--- src/hdl/iou_greedy_tracker_stationary_defines.svh ---
// ----------------------------------------------------------------------------
// Assertion macros for the IoU greedy tracker
// Shared assertion forms, clocked on clk_i and held off during reset.
// ----------------------------------------------------------------------------
`ifndef IOU_GREEDY_TRACKER_STATIONARY_DEFINES_SVH
`define IOU_GREEDY_TRACKER_STATIONARY_DEFINES_SVH

// The consequent must hold in the same cycle as the antecedent.
`define IGT_ASSERT_IMPL(lbl, ante, cons, msg) \
  lbl: assert property (@(posedge clk_i) disable iff (!rst_ni) (ante) |-> (cons)) \
    else $error(msg);

// The consequent must hold in the cycle after the antecedent.
`define IGT_ASSERT_NEXT(lbl, ante, cons, msg) \
  lbl: assert property (@(posedge clk_i) disable iff (!rst_ni) (ante) |=> (cons)) \
    else $error(msg);

`endif

--- src/hdl/igt_pkg.sv ---
// ----------------------------------------------------------------------------
// igt_pkg
// Types and fixed constants shared by the IoU greedy tracker modules.
// ----------------------------------------------------------------------------
`timescale 1ns / 1ps

package igt_pkg;

  // Command codes.
  localparam logic [1:0] OP_DETECT = 2'd0;
  localparam logic [1:0] OP_CLOSE  = 2'd1;
  localparam logic [1:0] OP_FLUSH  = 2'd2;

  // Motion status codes.
  localparam logic [1:0] MS_UNKNOWN   = 2'd0;
  localparam logic [1:0] MS_MOVING    = 2'd1;
  localparam logic [1:0] MS_STOPPING  = 2'd2;
  localparam logic [1:0] MS_SPLITTING = 2'd3;

  // Configuration register indexes.
  localparam logic [1:0] REG_MATCH_IOU_MIN  = 2'd0;
  localparam logic [1:0] REG_STILL_IOU_BASE = 2'd1;
  localparam logic [1:0] REG_SCORE_MIN      = 2'd2;
  localparam logic [1:0] REG_LENGTH_MIN     = 2'd3;

  // Stationary classifier constants (margin is 0.05 in Q0.16).
  localparam int unsigned STILL_MARGIN = 3277;
  localparam int unsigned AREA_LIMIT   = 2500;
  localparam int unsigned STILL_LIMIT  = 22;

  // Result buffer depth for one transaction.
  localparam int unsigned MAX_RESULTS = 32;
  localparam int unsigned RIW = $clog2(MAX_RESULTS);
  localparam int unsigned RCW = $clog2(MAX_RESULTS + 1);

  typedef struct packed {
    logic [15:0] h;
    logic [15:0] w;
    logic [15:0] y;
    logic [15:0] x;
  } box_t;

  typedef struct packed {
    logic [1:0]  opcode;
    logic [15:0] box_x;
    logic [15:0] box_y;
    logic [15:0] box_w;
    logic [15:0] box_h;
    logic [15:0] det_score;
  } in_t;

  typedef struct packed {
    logic [31:0] rep_id;
    logic [31:0] start_frame;
    logic [15:0] length;
    logic [15:0] peak_score;
    logic [1:0]  motion_status;
    logic [15:0] last_x;
    logic [15:0] last_y;
    logic [15:0] last_w;
    logic [15:0] last_h;
    logic        overflow_seen;
    logic        last_report;
  } out_t;

endpackage

--- src/hdl/igt_iou.sv ---
// ----------------------------------------------------------------------------
// igt_iou
// Three-stage pipeline giving the exact IoU of two boxes as numerator and
// denominator (intersection and union); apart boxes and a zero union give 0/1.
// ----------------------------------------------------------------------------
`timescale 1ns / 1ps

module igt_iou (
  input  logic          clk_i,
  input  logic          rst_ni,
  input  logic          start_i,
  input  igt_pkg::box_t a_i,
  input  igt_pkg::box_t b_i,
  output logic          valid_o,
  output logic [31:0]   num_o,
  output logic [32:0]   den_o
);
  import igt_pkg::*;

  logic        v1_q, v2_q, v3_q;
  logic        apart1_q, apart2_q;
  logic [15:0] dx_q, dy_q;
  logic [15:0] aw_q, ah_q, bw_q, bh_q;
  logic [31:0] inter_q, aa_q, ab_q;
  logic [31:0] num_q;
  logic [32:0] den_q;

  logic [16:0] ax2, ay2, bx2, by2;
  logic [15:0] xl, yt;
  logic [16:0] xr, yb, dx, dy;
  logic        apart;
  logic [32:0] uni;

  // Edge extents and the overlap along each axis.
  always_comb begin
    ax2   = {1'b0, a_i.x} + {1'b0, a_i.w};
    ay2   = {1'b0, a_i.y} + {1'b0, a_i.h};
    bx2   = {1'b0, b_i.x} + {1'b0, b_i.w};
    by2   = {1'b0, b_i.y} + {1'b0, b_i.h};
    apart = ({1'b0, a_i.x} > bx2) || (ax2 < {1'b0, b_i.x}) ||
            ({1'b0, a_i.y} > by2) || (ay2 < {1'b0, b_i.y});
    xl    = (a_i.x > b_i.x) ? a_i.x : b_i.x;
    yt    = (a_i.y > b_i.y) ? a_i.y : b_i.y;
    xr    = (ax2 < bx2) ? ax2 : bx2;
    yb    = (ay2 < by2) ? ay2 : by2;
    dx    = xr - {1'b0, xl};
    dy    = yb - {1'b0, yt};
    uni   = {1'b0, aa_q} + {1'b0, ab_q} - {1'b0, inter_q};
  end

  // Stage valid flags.
  always_ff @(posedge clk_i or negedge rst_ni) begin
    if (!rst_ni) begin
      v1_q <= 1'b0;
      v2_q <= 1'b0;
      v3_q <= 1'b0;
    end else begin
      v1_q <= start_i;
      v2_q <= v1_q;
      v3_q <= v2_q;
    end
  end

  // Overlap, then products, then union and the zero-union rule.
  always_ff @(posedge clk_i) begin
    if (start_i) begin
      apart1_q <= apart;
      dx_q     <= dx[15:0];
      dy_q     <= dy[15:0];
      aw_q     <= a_i.w;
      ah_q     <= a_i.h;
      bw_q     <= b_i.w;
      bh_q     <= b_i.h;
    end
    if (v1_q) begin
      apart2_q <= apart1_q;
      inter_q  <= dx_q * dy_q;
      aa_q     <= aw_q * ah_q;
      ab_q     <= bw_q * bh_q;
    end
    if (v2_q) begin
      if (apart2_q || (uni == 33'd0)) begin
        num_q <= 32'd0;
        den_q <= 33'd1;
      end else begin
        num_q <= inter_q;
        den_q <= uni;
      end
    end
  end

  assign valid_o = v3_q;
  assign num_o   = num_q;
  assign den_o   = den_q;

endmodule

--- config.mk ---
export PLATFORM = sky130hd
export DESIGN_NAME = igt_iou
export DESIGN_NICKNAME = d
export VERILOG_FILES = /design/src/hdl/iou_greedy_tracker_stationary_defines.svh /design/src/hdl/igt_pkg.sv /design/src/hdl/igt_iou.sv
export SDC_FILE = /design/constraint.sdc
export NUM_CORES = 2
export LEC_CHECK = 0
export BUFFER_PORTS_ARGS = -buffer_cell sky130_fd_sc_hd__buf_2
export CAP_MARGIN = 20
export CORE_ASPECT_RATIO = 0.6
export CORE_MARGIN = 10
export CORE_UTILIZATION = 45
export DETAILED_ROUTE_END_ITERATION = 10
export PLACE_DENSITY_LB_ADDON = 0.15
export REMOVE_ABC_BUFFERS = 1
export SKIP_CTS_REPAIR_TIMING = 1
export SYNTH_ARGS = -nofsm -noshare
export SYNTH_HDL_FRONTEND = slang
export SYNTH_SLANG_ARGS = --single-unit
export TNS_END_PERCENT = 30
--- constraint.sdc ---
create_clock -name clk_i -period 6.6 [get_ports clk_i]
set_input_delay 0.66 -clock clk_i [delete_from_list [all_inputs] [get_ports clk_i]]
set_output_delay 0.66 -clock clk_i [all_outputs]
set_load 0.1 [all_outputs]
After elaboration in Yosys (flattened, before gate mapping)
Cells that the tools add are included.
{"block": "totals", "wordCells": 44, "input_bits": 131, "out_inout_bits": 66, "reg_bits": 262}
{"block": "op_classes", "order_cmp": 8, "n_addsub": 8, "reduce_logical": 5, "multipliers": 3, "mux": 4}
{"operator": "multiplier 16 x 16 -> 32 bit", "n": 3}
{"operator": "adder 16 x 16 -> 17 bit", "n": 4}
{"operator": "2-to-1 mux 16 bit", "n": 4}
{"operator": "> comparator 16 x 17 -> 1 bit", "n": 2}
{"operator": "less-than comparator 17 x 16 -> 1 bit", "n": 2}
{"operator": "less-than comparator 17 bit", "n": 2}
{"operator": "adder 32 x 32 -> 33 bit", "n": 1}
{"operator": "logical NOT 33 bit", "n": 1}
{"operator": "subtractor 33 x 32 -> 33 bit", "n": 1}
{"operator": "> comparator 16 bit", "n": 2}
{"operator": "subtractor 16 bit", "n": 2}
{"operator": "logical OR 1 bit", "n": 4}

Logic depth before layout (Yosys ltp)
{"block": "depth", "ltp_word": 5, "depth_mapped": 33, "ltp_nobuf": 33}

Worst setup path before layout
No wires, ideal clock.
{"block": "synth_timing", "path_type": "input to register", "startpoint": "input port a_i[16] (netlist name)", "endpoint": "register dy_q[14], data pin", "n_path_buf": 0, "stages": 33, "slack_ps": -797, "t_required_ps": 6339, "setup_ps": 261, "t_arrival_ps": 7136, "cell_sequence": "ha_1 > fa_1 > a21oi_1 > o2111ai_1 > a311oi_1 > o21ai_0 > a21o_1 > a21o_1 > a21oi_1 > xnor2_1 > ha_1 > a21o_1 > a21o_1 > a21o_1 > o21ai_0 > a31oi_1 > o211ai_1 > mux2i_1 > a211oi_2 > mux2i_1 > ha_1 > inv_1 > fa_1 > a21o_1 > a21oi_1 > o21bai_1 > a21oi_1 > nor2b_1 > o21a_1 > o31a_1 > o31ai_1 > nor4bb_1 > a311o_1"}
{"block": "synth_via", "elab_chain_len": 4}
{"element": "from (decl)", "line_no": "igt_iou.sv:12", "source": "input igt_pkg::box_t a_i,"}
{"element": "adder 16 x 16 -> 17 bit", "line_no": "igt_iou.sv:37", "source": "ay2 = {1'b0, a_i.y} + {1'b0, a_i.h};"}
{"element": "less-than comparator 17 bit", "line_no": "igt_iou.sv:45", "source": "yb = (ay2 < by2) ? ay2 : by2;"}
{"element": "2-to-1 mux 16 bit", "line_no": "igt_iou.sv:45"}
{"element": "subtractor 16 bit *", "line_no": "igt_iou.sv:47", "source": "dy = yb - {1'b0, yt};"}
{"element": "net dy[14]", "line_no": "igt_iou.sv:30", "source": "logic [16:0] xr, yb, dx, dy;"}
{"element": "to (signal assigned)", "line_no": "igt_iou.sv:69", "source": "dy_q <= dy[15:0];"}
{"element": "to (decl)", "line_no": "igt_iou.sv:22", "source": "logic [15:0] dx_q, dy_q;"}
The timed path passes the listed nets; every way through them passes the cells marked *.
A chain may end at the register's enable or synchronous reset.

Worst setup path in the final report
{"block": "layout_timing", "startpoint": "input port a_i[48] (netlist name)", "endpoint": "register dy_q[14], data pin"}
{"block": "layout_via", "elab_chain_len": 4}
{"element": "adder 16 x 16 -> 17 bit *", "line_no": "igt_iou.sv:37"}
{"element": "less-than comparator 17 bit", "line_no": "igt_iou.sv:45"}
{"element": "2-to-1 mux 16 bit *", "line_no": "igt_iou.sv:45"}
{"element": "subtractor 16 bit *", "line_no": "igt_iou.sv:47"}
{"element": "net dy[14]", "line_no": "igt_iou.sv:30"}
Marks and branches as above.

==> impl_metrics.csv <==
group,metric,value,unit
status,status,"finished, violations left",
status,failed_checks,"negative setup slack",
critical_path,required,6970,ps
timing,fin_crit_sh,101,%
clocking,clkTransAtPathRegs,60,ps
critical_path,r2r_start,"aw_q[7]$_DFFE_PP_",
global_route,first_global_vias,35500,
hold_path,whs_path_depth,1,
placed_design,placed_area,50700,um^2
timing,hold_viol,0,
clocking,cts_sinks,262,
placed_design,routabilityCongestion,0.970,
clocking,root_buffer,"clkbuf_16",
floorplanning,coreArea,96600,um^2
timing,setup_ws,-84.7,ps
floorplanning,rows,88,
clocking,cts_tree,"done",
hold_path,hold_path.class,"in -> reg",
timing,relSlewSlack,31.4,%
routing,vias,35100,
critical_path,cpMostUsedCell,"a21o_1",
synthesis,syn_inst,4669,
global_route,grtUsageTotal,25.4,%
clocking,clk_path_buf_depth,3,
critical_path,regToRegEndpoint,"aa_q[30]$_DFFE_PP_",
layout,drive_gt1_share,18.5,%
timing,setup-tns-final,-200,ps
clocking,clk_latency,650,ps
critical_path,endpoint_kind,"flip-flop",
critical_path,rr_worst_depth,24,
routing,vias_per_cell,5.26,
routing,post_drt_wl_per_cell,21.3,um
placed_design,dpl.hpwl,123,mm
timing,fmax,150,MHz
synthesis,synth-seq-cells,262,
floorplanning,die_h,262,um
global_route,gr-total-overflow,0,
floorplanning,start_util,45.6,%
routing,initialDrtViolationCount,3211,
synthesis,synth_area,44000,um^2
timing,rsz0062_at_grt,"true",
critical_path,slowest_stage,"fa_2",
synthesis,yosys_warnings,0,
critical_path,cp.arrival,7050,ps
layout,area_delta_synth_final,19.4,%
critical_path,critPathTopFamily,"compound AO/OA/AOI/OAI gates",
layout,fillers,8912,
critical_path,startpoint_type,"input pin",
routing,drc_errors,0,
floorplanning,dieArea,111000,um^2
critical_path,path_max_fanout,2,
hold_path,worstHoldStart,"b_i[61]",
synthesis,yosys_most_used_dff,"edfxtp_1",
timing,worst_pin_slew,1030,ps
timing,setup_viol,5,
floorplanning,io_pins,197,
timing,slew_viol_final,0,
global_route,grt_pass1_wl,219,mm
placed_design,portBuffers,196,
timing,clock-skew-final,35.0,ps
global_route,grt_max_degree,67,
critical_path,worst-path-buf-inv,4,
clocking,htreeDepth,1,
synthesis,async_reset_ff_share,1.15,%
synthesis,avgSynthCellArea,9.43,um^2
routing,ant_nets,0,
global_route,antenna_found_initial,8,
critical_path,r2r_slack,-50,ps
timing,min_period,6680,ps
clocking,numCtsBuffers,31,
floorplanning,die_x,424,um
job,drv_cap,0,
layout,design_area,52600,um^2
hold_path,hold_end,"bh_q[13]$_DFFE_PP_",
synthesis,ys_seq_area_share,17.8,%
synthesis,synth_cell_types,82,
routing,routed_wirelength,143,mm
synthesis,synth-edff-count,259,
critical_path,max_stage_delay,380,ps
layout,final_nets,6661,
critical_path,worstSetupPathType,"in -> reg",
routing,firstDrtPassIters,6,
-- final cells by class --
class                           instances  area [um^2]  area share (%)
Antenna cell                            5         12.5          0.0238
Timing Repair Buffer                  779         5780            11.0
Inverter                              903         3390            6.45
Multi-Input combinational cell       3376        32800            62.5
Tap cell                             1305         1630            3.11
Clock buffer                           33          783            1.49
Sequential cell                       262         7860            14.9
Clock inverter                         25          283           0.538
-- how the worst max path moves through the flow --
stage | cells after the start | end | slack [ps] | startpoint
CTS | 36 | dy_q[14]$_DFFE_PP_ | -600 | a_i[16]
global route | 36 | dy_q[14]$_DFFE_PP_ | -510 | a_i[48]
detailed placement | 36 | dy_q[14]$_DFFE_PP_ | -1250 | a_i[16]
global placement | 33 | dx_q[14]$_DFFE_PP_ | -1210 | a_i[33]
finish | 36 | dy_q[14]$_DFFE_PP_ | -80 | a_i[48]
floorplan | 33 | dy_q[14]$_DFFE_PP_ | -1270 | a_i[16]
-- Yosys cell counts (26+ instances only) --
| library cell | number | area share, % |
|---|---|---|
| a211oi_1 | 29 | 0.49 |
| fa_1 | 620 | 28 |
| nand2b_1 | 30 | 0.43 |
| ha_1 | 557 | 16 |
| nand4_1 | 26 | 0.37 |
| and2_1 | 385 | 5.5 |
| inv_1 | 903 | 7.7 |
| a21oi_1 | 172 | 2.0 |
| xor2_1 | 51 | 1.0 |
| o21bai_1 | 28 | 0.48 |
| xnor2_1 | 126 | 2.5 |
| nor2_1 | 153 | 1.3 |
| nand2_1 | 521 | 4.4 |
| o21ai_0 | 141 | 1.6 |
| o21a_1 | 46 | 0.78 |
| nor3_1 | 51 | 0.58 |
| clkbuf_1 | 122 | 1.0 |
| a21o_1 | 86 | 1.5 |
| edfxtp_1 | 259 | 18 |
| mux2i_1 | 41 | 0.93 |
| nand3_1 | 44 | 0.50 |
-- flip-flops by register name (all words and copies together) (netlist names) --
signal and cells:
aa_q 32, den_o 33, v1_q 1, dy_q 16, bw_q 16, dx_q 16, aw_q 16, num_o 32
apart1_q 1, valid_o 1, bh_q 16, ab_q 32, inter_q 32, v2_q 1, apart2_q 1, ah_q 16
-- stage by stage --
step	cells	hold slack [ps]	setup slack [ps]	utilization (%)
final	6688	253	-84.7	54.4
after global routing	6687	236	-515	54.4
after global placement	6604	417	-1210	52.5
after detailed placement	6604	415	-1250	52.5
after CTS	6662	-226	-598	53.6
after floorplan	4541	364	-1270	-
-- cell families (layout without fill, tap and decap cells) --
logic type / count (synthesis) / after routing / synth area share, %
AOI/OAI and AO/OA: 654 / 654 / 9.76
other: 0 / 5 / 0
DFF: 262 / 262 / 17.8
adders and majority gates: 1180 / 1180 / 44.1
xor gates and xnor gates: 177 / 177 / 3.52
and+or+nand+nor: 1323 / 1323 / 15.0
muxes: 42 / 42 / 0.958
buffers and inverters: 1031 / 1740 / 8.86
-- worst reg2reg max path: cells and delay by family (launching register included) --
family,cells,cell delay [ps]
simple gates,6,1030
xor+xnor,1,210
flops,1,560
buf+inv,8,950
fa+ha+maj,7,3160
compound gates,2,520
-- cell usage in the layout, fill, tap and decap left out, types with 31 or more instances in the layout --
master and count:
and2_1 382, fa_1 612, inv_1 895, nor3_1 47, xnor2_1 123, o21ai_0 122
buf_2 192, xor2_1 50, buf_4 542, a21o_1 86, clkbuf_16 31, edfxtp_1 259
o21a_1 46, a21oi_1 148, nand3_1 42, mux2i_1 40, nor2_1 150, ha_1 549
nand2_1 521
-- per-layer routing --
layer,up-vias,wire [um],global-route usage (%)
met5,-,22,0
li1,16500,-,-
met4,4,5260,8.06
met1,17100,70200,40.2
met3,159,15100,7.27
met2,1407,52000,32.2
Power is left out: the tool's default activity adds up to more than one toggle a clock period on the data nets, which glitch-free logic cannot reach.
